**src/block_reference_checker_top_macros.svh**
```systemverilog
// ----------------------------------------------------------------------------
// block_reference_checker_top_macros.svh
// Assertion macros for the block reference checker; empty when SYNTH is set.
// ----------------------------------------------------------------------------
`ifndef BLOCK_REFERENCE_CHECKER_TOP_MACROS_SVH
`define BLOCK_REFERENCE_CHECKER_TOP_MACROS_SVH

`ifndef SYNTH
// same-cycle implication
`define BRC_ASSERT_IMPL(label, ante, cons, msg) \
	label: assert property (@(posedge clk) disable iff (!arst_n) (ante) |-> (cons)) \
		else $error(msg);
// next-cycle implication
`define BRC_ASSERT_NEXT(label, ante, cons, msg) \
	label: assert property (@(posedge clk) disable iff (!arst_n) (ante) |=> (cons)) \
		else $error(msg);
`else
`define BRC_ASSERT_IMPL(label, ante, cons, msg)
`define BRC_ASSERT_NEXT(label, ante, cons, msg)
`endif

`endif

```
**src/brc_pkg.sv**
```systemverilog
`timescale 1ns / 1ps
// ----------------------------------------------------------------------------
// brc_pkg
// Shared types and constants of the block reference checker.
// ----------------------------------------------------------------------------
package brc_pkg;

	localparam int MAP_BITS_DEF = 32768;
	localparam int QUEUE_DEPTH  = 4;
	localparam int ROW_BITS     = 32;
	localparam int ROW_SEL_W    = $clog2(ROW_BITS);

	localparam int CFG_IDX_W  = 1;
	localparam int CFG_DATA_W = 32;
	localparam logic [CFG_IDX_W-1:0] REG_DATA_START = 1'd0;
	localparam logic [CFG_IDX_W-1:0] REG_DATA_COUNT = 1'd1;

	localparam logic [3:0] ITYPE_DIR    = 4'd1;
	localparam logic [3:0] ITYPE_FILE   = 4'd2;
	localparam logic [3:0] ITYPE_DEVICE = 4'd3;

	typedef enum logic [1:0] {
		ACT_START = 2'd0,
		ACT_INODE = 2'd1,
		ACT_REF   = 2'd2
	} act_t;

	typedef enum logic [2:0] {
		ST_OK         = 3'd0,
		ST_TOO_BIG    = 3'd1,
		ST_ZERO_LINKS = 3'd2,
		ST_RANGE      = 3'd3,
		ST_DOUBLE     = 3'd4,
		ST_FREE       = 3'd5
	} status_t;

	typedef enum logic [1:0] {
		BK_CLEAR,
		BK_RUN,
		BK_CHECK
	} bk_state_t;

	// classified request as it sits in the queue (offset travels beside it)
	typedef struct packed {
		logic [1:0] act;
		logic       in_use;
		logic       links_bad;
		logic       nonzero;
		logic       in_range;
		logic       used;
		logic       too_big;
	} cls_t;

	typedef struct packed {
		logic init;
		logic clearing;
	} bk_status_t;

endpackage

```
**src/brc_front.sv**
```systemverilog
`timescale 1ns / 1ps
// ----------------------------------------------------------------------------
// brc_front
// Holds the region registers and classifies each accepted request.
// ----------------------------------------------------------------------------
module brc_front
	import brc_pkg::*;
#(
	parameter int MAP_BITS = MAP_BITS_DEF
) (
	input  logic                        clk,
	input  logic                        arst_n,
	input  logic                        cfg_we,
	input  logic [CFG_IDX_W-1:0]        cfg_index,
	input  logic [CFG_DATA_W-1:0]       cfg_data,
	input  logic                        accept,
	input  logic [1:0]                  action,
	input  logic [3:0]                  inode_type,
	input  logic signed [15:0]          link_count,
	input  logic [31:0]                 block_number,
	input  logic                        marked_used,
	output cls_t                        cls,
	output logic [$clog2(MAP_BITS)-1:0] offset,
	output logic                        push
);

	localparam int MAP_IDX_W = $clog2(MAP_BITS);

	logic [31:0] data_start_q;
	logic [15:0] data_count_q;
	logic [32:0] region_end;
	logic [31:0] off_full;

	always_ff @(posedge clk or negedge arst_n) begin
		if (!arst_n) begin
			data_start_q <= '0;
			data_count_q <= '0;
		end else if (cfg_we) begin
			unique case (cfg_index)
				REG_DATA_START: data_start_q <= cfg_data;
				REG_DATA_COUNT: data_count_q <= cfg_data[15:0];
				default: ;
			endcase
		end
	end

	// region end is one bit wider so it never wraps
	assign region_end = {1'b0, data_start_q} + {17'd0, data_count_q};
	assign off_full   = block_number - data_start_q;

	always_comb begin
		cls.act       = action;
		cls.in_use    = (inode_type == ITYPE_DIR) || (inode_type == ITYPE_FILE) ||
		                (inode_type == ITYPE_DEVICE);
		cls.links_bad = (link_count == 16'sd0) || link_count[15];
		cls.nonzero   = (block_number != 32'd0);
		cls.in_range  = (block_number >= data_start_q) &&
		                ({1'b0, block_number} < region_end) &&
		                (off_full < 32'(MAP_BITS));
		cls.used      = marked_used;
		cls.too_big   = ({16'd0, data_count_q} > 32'(MAP_BITS));
	end

	assign offset = off_full[MAP_IDX_W-1:0];
	assign push   = accept;

endmodule

```
**config.mk**
```make
export PLATFORM = sky130hd
export DESIGN_NAME = brc_front
export DESIGN_NICKNAME = d
export VERILOG_FILES = /design/src/block_reference_checker_top_macros.svh /design/src/brc_pkg.sv /design/src/brc_front.sv
export SDC_FILE = /design/constraint.sdc
export NUM_CORES = 1
export LEC_CHECK = 0
export ABC_AREA = 0
export BUFFER_PORTS_ARGS = -buffer_cell sky130_fd_sc_hd__buf_2
export CAP_MARGIN = 20
export CORE_MARGIN = 4
export CORE_UTILIZATION = 58
export CTS_BUF_LIST = sky130_fd_sc_hd__clkbuf_4
export DETAILED_ROUTE_END_ITERATION = 7
export PLACE_DENSITY = 0.84
export SYNTH_ARGS = -nofsm -noshare
export SYNTH_HDL_FRONTEND = slang
export SYNTH_SLANG_ARGS = --single-unit
```
**constraint.sdc**
```tcl
create_clock -name clk -period 5 [get_ports clk]
set_clock_uncertainty 0.05 [all_clocks]
set_input_delay 0.75 -clock clk [delete_from_list [all_inputs] [get_ports clk]]
set_output_delay 0.75 -clock clk [all_outputs]
set_load 0.01 [all_outputs]
```
==> flow_summary_export.csv <==
group,metric,value,unit
run_status,status,"finished with violations",
run_status,violations,"negative setup slack",
global_route,antenna_found_initial,0,
sta,hold_violations,0,
sta,rsz0062_at_grt,"true",
placed_design,io_buffer_count,107,
synth,synth_area_leaders,"dfrtp_1 21%, ha_1 17%, xnor2_1 6.3%, a21oi_1 5.4%, o21ai_0 5.3%",
sta,finalCritPeriodShare,105,%
synth,syn-num-nets,882,
synth,yosys.area.top_type,"dfrtp_1",
final_layout,n_fill_cell,793,
pwr,combinationalPowerShare,64.0,%
pwr,switching_power,916,uW
synth,yosysSeqAreaShare,21.2,%
critical_path,path_cells,"ha_2 -> fa_2 -> a211oi_2 -> o21bai_1 -> a21oi_2 -> buf_4 -> buf_4 -> o21bai_1 -> a21oi_2 -> xor2_1 -> ha_1 -> nand4_1 -> o21ba_2 -> o21a_1 -> o211ai_1 -> a211oi_2 -> o211ai_1 -> o311ai_2 -> and4_1 -> buf_2",
die,num_rows,35,
final_layout,area_delta_synth_final,17.2,%
routing,vias_per_cell,6.17,
routing,drc,0,
placed_design,dp_slack,-51.4,ps
global_route,grt_first_pass_wirelength,28400,um
clocking,h-tree-depth,2,
clocking,cts_sinks,48,
pwr,power_frac_seq,24.1,%
synth,ys.flop_type,"dfrtp_1",
clocking,cts_tree,"done",
pwr,power_density,306,mW/mm^2
critical_path,cp_max_fo,3,
run,drv_cap,0,
clocking,cts_buffers,5,
synth,synth_cells,709,
clocking,cts.path.max_buffers,2,
placed_design,hpwl,14200,um
pwr,clock_power_share,11.9,%
die,die_area,0.0114,sq mm
global_route,overflow,0,
critical_path,criticalPathCategory,"reg -> out",
pwr,internal_power,1110,uW
routing,drt_pre_antenna_iters,7,
sta,min_period,5240,ps
global_route,grt_pass1_vias,5779,
sta,timing.setup.tns,-238,ps
final_layout,diodes,0,
die,start_util,60.4,%
placed_design,gp_congestion,0.978,
pwr,cellLeakagePower,0.00300,uW
clocking,clockRootBuffer,"clkbuf_4",
die,die_w,107,um
synth,ys_types,63,
routing,via_count,5845,
synth,syn_area_per_cell,7.98,sq um
sta,fmax,191,MHz
critical_path,cp_slowest_stage_delay,430,ps
sta,finalSetupViolCount,1,
routing,totalWireLength,17700,um
synth,synthArstFlopShare,100,%
routing,ant_nets,0,
clocking,clk_latency,370,ps
critical_path,slowest_stage,"dfrtp_1",
global_route,grt_max_degree,64,
clocking,clk_pin_slew,150,ps
critical_path,crit_arrival,4440,ps
critical_path,crit_start,"data_start_q[0]",
synth,syn_area,0.00566,sq mm
pwr,ir_worst_vdd,194,uV
sta,worst_slack,-238,ps
synth,synth_edf_count,0,
clocking,holdBufCountCts,0,
global_route,gr-usage-all-layers,30.6,%
synth,synth-seq-cells,48,
sta,slew_headroom,50.4,%
final_layout,fin_nets,990,
synth,yosysWarnings,0,
final_layout,stdcell_area,0.00663,sq mm
critical_path,r2r-start,"data_count_q[7]",
placed_design,dpl_cell_area,0.00627,sq mm
sta,slew_violations,0,
critical_path,start_kind,"register",
die,io_pins,116,
critical_path,endpoint_kind,"output port",
die,die_h,107,um
synth,synth_top_area_share,21.2,%
routing,routedWlPerCell,18.7,um
routing,drt-initial-drc-count,373,
sta,tightest_slew,742,ps
pwr,netSwitchingFraction,45.1,%
critical_path,cp.required,4200,ps
min_path,hold_path.class,"in -> async",
die,coreArea,0.00937,sq mm
final_layout,drive_gt1_share,24.0,%
==> cells by family (layout without fill, tap and decap cells) <==
family                   count (synthesis)  in the layout  share of synthesized area [%]
AO/OA/AOI/OAI                          208            208                           22.8
XOR/XNOR                                54             54                           8.49
adder cells (fa/ha/maj)                 81             81                           18.2
buffers and inverters                   81            190                           5.91
flip-flops                              48             48                           21.2
multiplexers                            18             18                           3.58
AND/OR/NAND/NOR                        219            219                           19.8
==> cell usage after synthesis, drive strengths merged, types with 3 or more instances <==
cell / n
clkbuf: 18
a21oi: 63
mux2: 18
dfrtp: 48
nor3: 23
a21o: 18
nor2b: 7
xor2: 12
buf: 11
nand4: 23
nor3b: 4
o21ai: 63
nand2b: 7
nand3: 19
o31ai: 3
or2: 3
o21a: 8
a31oi: 4
nand2: 69
a211oi: 13
o221ai: 3
nor2: 27
inv: 52
ha: 79
nor4: 20
or3: 5
o21bai: 6
xnor2: 42
nor4b: 3
o211ai: 7
and4: 3
a31o: 4
==> worst max-delay path, delay by kind of cell (launching register included) <==
family | cells | cell delay [ps]
DFF | 1 | 430
xor gates and xnor gates | 1 | 90
adders and majority gates | 3 | 920
and+or+nand+nor | 2 | 360
buffers and inverters | 3 | 370
AOI/OAI and AO/OA | 11 | 1900
==> area by class of cell <==
cell class,instances,area [sq um],area share (%)
clock buffer,5,37.5,0.566
clock inverter,3,42.5,0.642
inverter,52,195,2.94
multi-input combinational,580,4250,64.1
sequential,48,1200,18.1
tap,129,161,2.43
timing repair buffer,130,741,11.2
==> power by group through the flow <==
stage	clock (uW)	sequential, uW	combinational [uW]
global placement	0	492	1170
global route	258	495	1440
detailed placement	0	495	1190
CTS	246	488	1260
finish	242	489	1300
floorplan	0	479	868
==> placed cells by master (no fill, tap or decap), types with 7 or more instances in the layout <==
cell and n:
buf_2 107, ha_1 75, nand2_1 68, a21oi_1 57, o21ai_0 57, inv_1 52
dfrtp_1 47, xnor2_1 41, nor2_1 27, nand4_1 23, buf_4 21, nor3_1 20
nand3_1 19, nor4_1 19, mux2_2 18, a21o_1 16, xor2_1 12, a211oi_1 9
o21a_1 8, nand2b_1 7
==> per-stage QoR <==
step | instances | power, uW | util, % | hold WS, ps
floorplan | 709 | 1350 | - | 404
global placement | 922 | 1660 | 66.9 | 469
detailed placement | 922 | 1690 | 66.9 | 485
CTS | 939 | 1990 | 69.7 | 517
global route | 947 | 2190 | 70.8 | 140
finish | 947 | 2030 | 70.8 | 150
==> state kept, by name, summed over array words and instances (netlist names) <==
register / flops
data_start_q: 32
data_count_q: 16
==> metal layers <==
metal,vias to the layer above,share of wire [%],wire (um),GRT usage (%)
met4,0,4.1,726,12.3
met5,-,0,0,0
met2,240,48,8540,53.1
met3,51,6.4,1140,3.85
met1,2738,41,7300,38.6
li1,2816,-,-,-
==> path summary, 6_finish.rpt <==
path                                    end  cells past startpoint  slack (ps)
max                                  cls[2]                     20        -240
min                        data_start_q[19]                      1         150
max reg2reg                 data_count_q[7]                      2        3990
min reg2reg                data_count_q[12]                      1         530
max in group asynchronous   data_start_q[1]                      2        4270
min in group clk           data_start_q[19]                      3         520
==> what timing repair did <==
action                                  CTS  global route
setup buffers                             9             6
pin swaps                                25            12
resized for setup                        24             2
endpoints found under the setup margin    1             1
cloned                                    0             0
Power figures use the tool's default switching activity.
