==> config.mk <==
export PLATFORM = sky130hd
export DESIGN_NAME = brc_queue
export DESIGN_NICKNAME = d
export VERILOG_FILES = /design/src/block_reference_checker_top_macros.svh /design/src/brc_queue.sv
export SDC_FILE = /design/constraint.sdc
export NUM_CORES = 1
export LEC_CHECK = 0
export BUFFER_PORTS_ARGS = -buffer_cell sky130_fd_sc_hd__buf_2
export CAP_MARGIN = 0
export CORE_MARGIN = 2
export CORE_UTILIZATION = 34
export DETAILED_ROUTE_END_ITERATION = 7
export GPL_ROUTABILITY_DRIVEN = 0
export PLACE_DENSITY = 0.63
export SLEW_MARGIN = 20
export SYNTH_ARGS = -nofsm -noshare
export SYNTH_HDL_FRONTEND = slang
export SYNTH_SLANG_ARGS = --single-unit
export TNS_END_PERCENT = 1
==> constraint.sdc <==
create_clock -name clk -period 1.7 [get_ports clk]
set_clock_uncertainty 0.1 [all_clocks]
set_input_delay 0.17 -clock clk [delete_from_list [all_inputs] [get_ports clk]]
set_output_delay 0.17 -clock clk [all_outputs]
set_load 0.05 [all_outputs]
==> src/block_reference_checker_top_macros.svh <==
// ----------------------------------------------------------------------------
// block_reference_checker_top_macros.svh
// Assertion macros for the block reference checker; empty when SYNTH is set.
// ----------------------------------------------------------------------------
`ifndef BLOCK_REFERENCE_CHECKER_TOP_MACROS_SVH
`define BLOCK_REFERENCE_CHECKER_TOP_MACROS_SVH

`ifndef SYNTH
// same-cycle implication
`define BRC_ASSERT_IMPL(label, ante, cons, msg) \
	label: assert property (@(posedge clk) disable iff (!arst_n) (ante) |-> (cons)) \
		else $error(msg);
// next-cycle implication
`define BRC_ASSERT_NEXT(label, ante, cons, msg) \
	label: assert property (@(posedge clk) disable iff (!arst_n) (ante) |=> (cons)) \
		else $error(msg);
`else
`define BRC_ASSERT_IMPL(label, ante, cons, msg)
`define BRC_ASSERT_NEXT(label, ante, cons, msg)
`endif

`endif

==> src/brc_queue.sv <==
`timescale 1ns / 1ps
// ----------------------------------------------------------------------------
// brc_queue
// Small register FIFO between the classifying front and the map back end.
// ----------------------------------------------------------------------------
module brc_queue #(
	parameter int WIDTH = 8,
	parameter int DEPTH = 4
) (
	input  logic             clk,
	input  logic             arst_n,
	input  logic             push,
	input  logic [WIDTH-1:0] wdata,
	input  logic             pop,
	output logic [WIDTH-1:0] rdata,
	output logic             valid,
	output logic             full
);

	localparam int PTR_W = $clog2(DEPTH);
	localparam int CNT_W = $clog2(DEPTH + 1);
	localparam logic [PTR_W-1:0] LAST = PTR_W'(DEPTH - 1);

	logic [WIDTH-1:0] mem_q [DEPTH];
	logic [PTR_W-1:0] wr_ptr_q, rd_ptr_q;
	logic [CNT_W-1:0] count_q;

	assign rdata = mem_q[rd_ptr_q];
	assign valid = (count_q != '0);
	assign full  = (count_q == CNT_W'(DEPTH));

	always_ff @(posedge clk) begin
		if (push) begin
			mem_q[wr_ptr_q] <= wdata;
		end
	end

	always_ff @(posedge clk or negedge arst_n) begin
		if (!arst_n) begin
			wr_ptr_q <= '0;
			rd_ptr_q <= '0;
			count_q  <= '0;
		end else begin
			if (push) begin
				wr_ptr_q <= (wr_ptr_q == LAST) ? '0 : wr_ptr_q + 1'b1;
			end
			if (pop) begin
				rd_ptr_q <= (rd_ptr_q == LAST) ? '0 : rd_ptr_q + 1'b1;
			end
			if (push && !pop) begin
				count_q <= count_q + 1'b1;
			end else if (pop && !push) begin
				count_q <= count_q - 1'b1;
			end
		end
	end

endmodule

==> results of run 1 <==
[path summary, 6_finish.rpt]
check,to,cells after the start,slack [ns]
worst max-delay path,rdata[5],3,-0.09
worst min-delay path,mem_q[3][1],1,0.009
worst max register to register,count_q[2],4,0.22
worst min register to register,count_q[2],1,0.39
max in group asynchronous,rd_ptr_q[1],2,1.18
min in group asynchronous,count_q[0],2,0.14
[through the flow]
| stage | TNS, ns | std cells |
|---|---|---|
| CTS | -0.860 | 172 |
| global route | -1.09 | 172 |
| global placement | 0 | 156 |
| detailed placement | 0 | 156 |
| finish | -0.671 | 172 |
| floorplan | 0 | 79 |
[registers in the layout, summed over array words and instances (netlist names)]
register  count
count_q       3
mem_q        32
rd_ptr_q      2
wr_ptr_q      2
[layout by cell type, fill, tap and decap left out, types with 2 or more instances in the layout]
master         count
and2_1             4
buf_2             13
buf_4              6
buf_6              8
clkbuf_8           5
dfrtp_1            6
dlygate4sd3_1      7
edfxtp_1          32
ha_1               6
inv_1              4
mux2_2             2
mux4_2             8
nand2_1            2
nor2_1             2
o21ai_0            2
xor2_1             2
[power groups by stage]
stage               clock [mW]  combinational, mW  sequential (mW)
floorplan                    0               1.05             1.35
global placement             0               1.28             1.42
detailed placement           0               1.30             1.44
CTS                      0.771               1.50             1.41
global route             0.810               1.59             1.44
finish                   0.746               1.48             1.41
[critical path: cells and delay by family, from the launching register on]
kind     cells  cell delay (ns)
buf+inv      2             0.32
flops        1             0.39
mux          1             0.51
[what timing repair did]
action	in CTS	in global routing
hold buffers	7	0
hold endpoints to repair	31	0
setup buffers	1	0
pin swaps	0	0
endpoints found under the setup margin	8	8
resized for setup	16	1
[final cells by class]
| class | count | share of cell area |
|---|---|---|
| clock inverter | 3 | 0.0192 |
| sequential | 39 | 0.562 |
| clock buffer | 5 | 0.0340 |
| timing repair buffer | 35 | 0.144 |
| multi-input combinational | 34 | 0.201 |
| tap | 52 | 0.0322 |
| inverter | 4 | 0.00743 |
[routing by layer]
| layer | share of wire | vias up | global-route usage |
|---|---|---|---|
| met5 | 0 | - | 0 |
| li1 | - | 379 | - |
| met4 | 0.020 | 0 | 0.0566 |
| met3 | 0.055 | 6 | 0.0528 |
| met1 | 0.46 | 391 | 0.139 |
| met2 | 0.46 | 22 | 0.181 |
[cell families after synthesis]
logic type | synth area share
flip-flops | 0.724
AND/OR/NAND/NOR | 0.0375
multiplexers | 0.129
adder cells (fa/ha/maj) | 0.0606
buffers and inverters | 0.0199
AO/OA/AOI/OAI | 0.0120
XOR/XNOR | 0.0167
[Yosys cell counts (2+ instances only)]
cell type / n
xor2_1: 2
and2_1: 4
dfrtp_1: 7
nand2_1: 2
edfxtp_1: 32
nor2_1: 2
ha_1: 6
mux4_2: 8
mux2_2: 2
inv_1: 4
o21ai_0: 2
==> summary.txt, run 1 <==
Synth
  • Mapped Nets: 98
  • Syn Area/Cell: between 15 and 20 um2
  • Library cells used by synthesis: 19
  • Async S/R FF share, synth: 0.179
  • Top cell type's share of synthesized area: 0.612
  • Seq/Total Area, Yosys: 0.724
  • Yosys top cell by area: edfxtp_1
  • Register bit total from synthesis: 39
  • EDFF count, synth: 32
  • Synth area leaders: edfxtp_1, mux4_2, dfrtp_1
  • Primary FF master, synth: edfxtp_1
  • Post-Syn Area: 0.00157 mm2
  • Synthesis warning total: 0
  • Mapped Cells: just under 80

Detailed routing
  • Vias: 798
  • Total routed wirelength: 2570 um
  • ANT nets after route: 0
  • Iteration-0 DRC Markers: 67
  • Via-per-instance ratio: between 4 and 5
  • Drt first pass iters: 4
  • DR DRC count: 0
  • Routed len/inst: around 15 um

Clock network
  • Clock Sinks: 39
  • CTS buffer count: 5
  • # H-tree levels: 2
  • Clk_lat worst skew: 0.29 ns
  • Clock Pin Slew Worst Setup and Hold Paths: 0.08 ns
  • Max Buffers Root-to-Sink: 2
  • Root Buffer: clkbuf_8
  • TritonCTS clock tree: yes

Floorplan
  • Core area: 0.00441 mm2
  • Die Height: 71.9 um
  • Num ports: 22
  • Die W: 71.9 um
  • Site Rows: 24
  • DIE AREA: 0.00517 mm2
  • Initial core utilization: 0.355

STA
  • Setup ws final: -0.0907 ns
  • Fmax: 0.558 GHz
  • Final hold vios: 0
  • RSZ-0062 raised after global routing: yes
  • Slew Viols, Final: 0
  • Slew margin rel.: 0.712
  • Worst hold slack: 0.00939 ns
  • Final Cycle Share: 1.05
  • Final setup fails: 8
  • Tightest Pin Transition: 0.432 ns
  • Post-layout min period: 1.79 ns

Power and ir drop
  • Switch share: 0.358
  • Clock power frac: 0.205
  • Leakage: 0.775 nW
  • Total power: 3.63 mW
  • Switching pwr: around 1.3 mW
  • Pwr Density: 1800 mW/mm2
  • Cell internal pwr: 2.33 mW
  • Seq pwr share: 0.388
  • Combinational share of power: 0.407
  • Worst VDD drop: 0.835 mV

Hold path
  • HP Start: wdata[1]
  • Min-delay worst type: primary input to flip-flop

Placed design
  • Placed inst area: about 0.0018 mm2
  • HPWL after DPL: 1760 um
  • # port buffers: 21
  • DP Worst Slack: roughly 0.1 ns

Run status
  • Failing checks: setup timing
  • Outcome: finished, violations left

Finish
  • Final instance area: slightly above 0.002 mm2
  • Area of the multi-input gates: 407 um2
  • Final nets: between 100 and 150
  • Share of cells above drive strength 1: 0.400
  • Antenna cell count: 0
  • Area grow syn2layout: 28.9%
  • Fill count: about 370
  • Final design utilization: 0.458
  • Register Area: about 0.0011 mm2

Setup path
  • CP Max Fanout: 8
  • Crit path from: rd_ptr_q[0]
  • Worst path max stage delay: 0.51 ns
  • Worst Path Required: 1.43 ns
  • Crit path cell chain: buf_12 > mux4_2 > buf_6
  • Crit path capture type: output port
  • Kind of start point of the critical path: flip-flop
  • Reg2reg start: count_q[0]
  • Crit path arrival time: about 1.5 ns
  • Critical path class: flip-flop to output port
  • Crit-path slowest cell: mux4_2

GRT
  • Global-route wire length before repair: ~4300 um
  • Largest net degree at the start of global routing: 13
  • Vias in the first global route: 868
  • Initial antenna violation count: 0
  • GR Overflow Total: 0
  • GRT Total Usage: 0.117

Flow run
  • Max-cap viol count: 0
Power figures use the tool's default switching activity.
==> inputs of run 2 (changes only) <==
--- a/config.mk
+++ b/config.mk
@@ -5,13 +5,14 @@
 export SDC_FILE = /design/constraint.sdc
 export NUM_CORES = 1
 export LEC_CHECK = 0
-export BUFFER_PORTS_ARGS = -buffer_cell sky130_fd_sc_hd__buf_2
 export CAP_MARGIN = 0
 export CORE_MARGIN = 2
 export CORE_UTILIZATION = 34
 export DETAILED_ROUTE_END_ITERATION = 7
+export DONT_BUFFER_PORTS = 1
 export GPL_ROUTABILITY_DRIVEN = 0
-export PLACE_DENSITY = 0.63
+export PLACE_DENSITY = 0.59
+export RECOVER_POWER = 50
 export SLEW_MARGIN = 20
 export SYNTH_ARGS = -nofsm -noshare
 export SYNTH_HDL_FRONTEND = slang
==> summary.txt, run 2 (synthesis gave the netlist of run 1 again) <==
STA
  • RSZ-0062 raised after global routing: yes
  • Tightest Pin Transition: 0.469 ns
  • Worst hold slack: 0.0271 ns
  • Final Cycle Share: 1.03
  • Final hold vios: 0
  • Post-layout min period: 1.75 ns
  • Fmax: 0.573 GHz
  • Final setup fails: 7
  • Slew margin rel.: 0.688
  • Setup ws final: -0.0458 ns
  • Slew Viols, Final: 0
  • Setup TNS: -0.262 ns

Clock network
  • Max Buffers Root-to-Sink: 2
  • Clk_lat worst skew: 0.28 ns
  • Clock Pin Slew Worst Setup and Hold Paths: 0.07 ns
  • # H-tree levels: 2
  • Clock Sinks: 39
  • TritonCTS clock tree: yes
  • CTS buffer count: 5
  • Root Buffer: clkbuf_8

Floorplan
  • Die W: 71.9 um
  • Initial core utilization: 0.355
  • Num ports: 22
  • DIE AREA: between 0.005 and 0.006 mm2
  • Site Rows: 24
  • Die Height: slightly above 70 um
  • Core area: 0.00441 mm2

GRT
  • GRT Total Usage: 0.105
  • Global-route wire length before repair: 3910 um
  • Vias in the first global route: 810
  • Initial antenna violation count: 0
  • Largest net degree at the start of global routing: 12
  • GR Overflow Total: 0

Setup path
  • Worst path max stage delay: 0.67 ns
  • Critical path class: flip-flop to output port
  • CP Max Fanout: 7
  • Kind of start point of the critical path: flip-flop
  • Reg2reg start: count_q[0]
  • Crit path from: rd_ptr_q[0]
  • Crit path arrival time: 1.48 ns
  • Crit-path slowest cell: mux4_2
  • Worst Path Required: 1.43 ns
  • Worst Reg2Reg Path Length in Cells: 4
  • R2R Setup Slk: approximately 0.20 ns
  • R2R Path End: count_q[2]
  • Crit path capture type: output port
  • Crit path cell chain: buf_6 > mux4_2

Detailed routing
  • ANT nets after route: 0
  • Iteration-0 DRC Markers: 34
  • Routed len/inst: about 15 um
  • Vias: 767
  • DR DRC count: 0
  • Drt first pass iters: 4
  • Total routed wirelength: 2400 um
  • Via-per-instance ratio: 4.92

Placed design
  • Inst Count DP: between 100 and 150
  • Placed inst area: 0.00169 mm2
  • DP Worst Slack: 0.219 ns
  • # port buffers: 0
  • HPWL after DPL: between 1500 and 2000 um

Finish
  • Top Registers: mem_q (32), count_q (3)
  • Commonest cells after routing, fill and taps aside: edfxtp_1, dlygate4sd3_1, mux4_2, buf_4
  • Final instance area: 0.00188 mm2
  • Finished Layout Cells: 156
  • Final nets: roughly 120
  • Area grow syn2layout: 20.0%
  • Leading cell type in the layout, fill and taps excluded: edfxtp_1
  • Reg with most FFs: mem_q
  • Share of cells above drive strength 1: 0.269
  • Antenna cell count: 0
  • Final design utilization: 0.427
  • Max FFs per register: 32

Run status
  • Outcome: finished, violations left
  • Failing checks: setup timing

Hold path
  • HP Start: pop
  • Hold Path End: rd_ptr_q[0]
  • Min-delay worst type: primary input to flip-flop
  • Worst hold stages: 2

Power and ir drop
  • Pwr Density: 1690 mW/mm2
  • Leakage: 0.685 nW
  • Worst VDD drop: about 0.8 mV
  • Total power: 3.18 mW

Flow run
  • Max-cap viol count: 0
==> run 2: power breakdown <==
group	internal [mW]	total, mW	leakage [nW]	switching [mW]
logic	0.436	1.23	0.268	0.790
clock network	0.273	0.556	0.0414	0.283
registers	1.26	1.40	0.376	0.145
total	1.97	3.18	0.685	1.22
==> run 2: area by class of cell <==
| cell class | count | area [um2] |
|---|---|---|
| timing repair buffer | 20 | 181 |
| clock inverter | 2 | 8.76 |
| multi-input combinational | 34 | 407 |
| inverter | 4 | 15.0 |
| tap | 52 | 65.1 |
| fill | 396 | 2530 |
| clock buffer | 5 | 68.8 |
| sequential | 39 | 1140 |
==> run 2: worst max path at each step <==
| stage | end | slack (ns) |
|---|---|---|
| after detailed placement | rdata[2] | 0.22 |
| final | rdata[2] | -0.05 |
| after CTS | rdata[2] | -0.07 |
| after global placement | rdata[2] | 0.23 |
| after global routing | rdata[2] | -0.10 |
| after floorplan | rdata[0] | 0.26 |
==> run 2: timing repair <==
item,in CTS,in global routing
resized for setup,2,0
hold buffers,11,0
endpoints found under the setup margin,8,8
setup buffers,0,0
endpoints found under the hold margin,42,0
pin swaps,0,0
==> run 2: layer usage <==
layer	vias up	part of all wire	global-route usage
met2	28	0.49	0.171
met3	2	0.083	0.0514
met4	0	0.0063	0.0314
met5	-	0	0
li1	352	-	-
met1	385	0.42	0.124
==> run 2: critical path, delay by kind of cell (launching register included) <==
kind / cells / cell delay [ns]
flops: 1 / 0.36
buf+inv: 1 / 0.16
mux: 1 / 0.67
==> inputs of run 3 (changes only) <==
--- a/config.mk
+++ b/config.mk
@@ -6,12 +6,14 @@
 export NUM_CORES = 1
 export LEC_CHECK = 0
 export CAP_MARGIN = 0
+export CELL_PAD_IN_SITES_DETAIL_PLACEMENT = 0
+export CELL_PAD_IN_SITES_GLOBAL_PLACEMENT = 1
 export CORE_MARGIN = 2
 export CORE_UTILIZATION = 34
 export DETAILED_ROUTE_END_ITERATION = 7
 export DONT_BUFFER_PORTS = 1
 export GPL_ROUTABILITY_DRIVEN = 0
-export PLACE_DENSITY = 0.59
+export PLACE_DENSITY = 0.65
 export RECOVER_POWER = 50
 export SLEW_MARGIN = 20
 export SYNTH_ARGS = -nofsm -noshare
==> summary.txt, run 3 (synthesis gave the netlist of run 1 again) <==
Run status
  • Outcome: finished, violations left
  • Failing checks: setup timing

GRT
  • Global-route wire length before repair: approximately 4000 um
  • GR Overflow Total: 0
  • Largest net degree at the start of global routing: 15
  • Vias in the first global route: 818
  • GRT Total Usage: 0.113
  • Initial antenna violation count: 0

Clock network
  • Clk_lat worst skew: 0.28 ns
  • TritonCTS clock tree: yes
  • CTS buffer count: 5
  • Max Buffers Root-to-Sink: 2
  • Clock Pin Slew Worst Setup and Hold Paths: 0.08 ns
  • Root Buffer: clkbuf_8
  • Clock Sinks: 39
  • # H-tree levels: 2

Finish
  • Fill count: between 300 and 400
  • Area of the multi-input gates: between 400 and 500 um2
  • Top Registers: mem_q (32), count_q (3)
  • Reg with most FFs: mem_q
  • Antenna cell count: 0
  • Share of cells above drive strength 1: 0.279
  • Final nets: 122
  • Finished Layout Cells: 156
  • Commonest cells after routing, fill and taps aside: edfxtp_1, dlygate4sd3_1, mux4_2
  • Final design utilization: 0.435
  • Max FFs per register: 32
  • Register Area: 0.00114 mm2
  • Leading cell type in the layout, fill and taps excluded: edfxtp_1
  • Area grow syn2layout: 22.2%

STA
  • Final hold vios: 0
  • Slew margin rel.: 0.684
  • RSZ-0062 raised after global routing: yes
  • Final Cycle Share: 1.02
  • Setup ws final: -0.0424 ns
  • Tightest Pin Transition: 0.475 ns
  • Final setup fails: 8
  • Post-layout min period: 1.74 ns
  • Slew Viols, Final: 0
  • Fmax: 0.574 GHz
  • Setup TNS: -0.304 ns

Power and ir drop
  • Pwr Density: between 1500 and 2000 mW/mm2
  • Worst VDD drop: 0.469 mV
  • Leakage: 0.698 nW
  • Total power: approximately 3.4 mW

Setup path
  • R2R Setup Slk: about 0.20 ns
  • Crit-path slowest cell: mux4_2
  • Kind of start point of the critical path: flip-flop
  • Crit path cell chain: buf_4 > mux4_2
  • Worst path max stage delay: 0.66 ns
  • Crit path arrival time: 1.47 ns
  • CP top delay family: multiplexers
  • Critical path class: flip-flop to output port
  • CP Max Fanout: 3
  • Worst path buffer plus inverter count: 1
  • Crit path capture type: output port
  • Worst Path Required: between 1 and 1.5 ns

Placed design
  • HPWL after DPL: 1800 um
  • DP Worst Slack: 0.146 ns
  • Inst Count DP: about 140
  • # port buffers: 0

Floorplan
  • Num ports: 22
  • Initial core utilization: 0.355
  • Core area: 0.00441 mm2
  • Site Rows: 24
  • Die Height: 71.9 um
  • DIE AREA: ~0.0052 mm2
  • Die W: 71.9 um

Detailed routing
  • Iteration-0 DRC Markers: 46
  • Via-per-instance ratio: 4.79
  • DR DRC count: 0
  • ANT nets after route: 0
  • Total routed wirelength: 2520 um
  • Drt first pass iters: 3
  • Vias: about 750
  • Routed len/inst: 16.2 um

Hold path
  • Min-delay worst type: primary input to flip-flop

Flow run
  • Max-cap viol count: 0
[run 3: timing repair]
item	CTS	global route
setup endpoints to repair	8	8
gates resized for setup	3	0
hold buffers	11	0
buffers inserted	2	0
hold endpoints to repair	42	0
[run 3: where the power goes]
part	total, mW	internal, mW	leakage, nW	switching, mW
registers	1.41	1.26	0.376	0.151
logic	1.23	0.446	0.263	0.785
clock network	0.776	0.445	0.0587	0.331
total	3.41	2.15	0.698	1.27
[run 3: area by class of cell]
type / count / share of cell area
Sequential cell: 39 / 0.593
Timing Repair Buffer: 19 / 0.0926
Clock buffer: 5 / 0.0359
Multi-Input combinational cell: 34 / 0.212
Clock inverter: 3 / 0.0248
Inverter: 4 / 0.00783
Tap cell: 52 / 0.0339
[run 3: metrics by stage]
step	hold WS, ns	area (um2)
after floorplan	-0.226	1570
after global placement	-0.225	1670
after detailed placement	-0.225	1670
after CTS	0.0337	1920
after global routing	0.0410	1920
final	0.0413	1920
[run 3: path summary, 6_finish.rpt]
kind / startpoint / endpoint / cells past startpoint
setup / recovery: rd_ptr_q[0] / rdata[1] / 2
min in group asynchronous: arst_n / count_q[2] / 1
setup reg to reg: count_q[0] / count_q[2] / 4
hold reg to reg: count_q[2] / count_q[2] / 1
max in group asynchronous: arst_n / rd_ptr_q[0] / 1
hold / removal: pop / rd_ptr_q[0] / 2
[run 3: worst register-to-register path, cell delays in order (launching register included)]
cell and delay, ns:
dfrtp_1 0.44, fa_1 0.45, xor2_1 0.15, nor2_1 0.12
xor2_1 0.15
[run 3: layer usage]
layer  track usage  share of wire
met4        0.0440         0.0099
met1         0.128           0.44
met2         0.188           0.50
met3        0.0514          0.050
met5             0              0
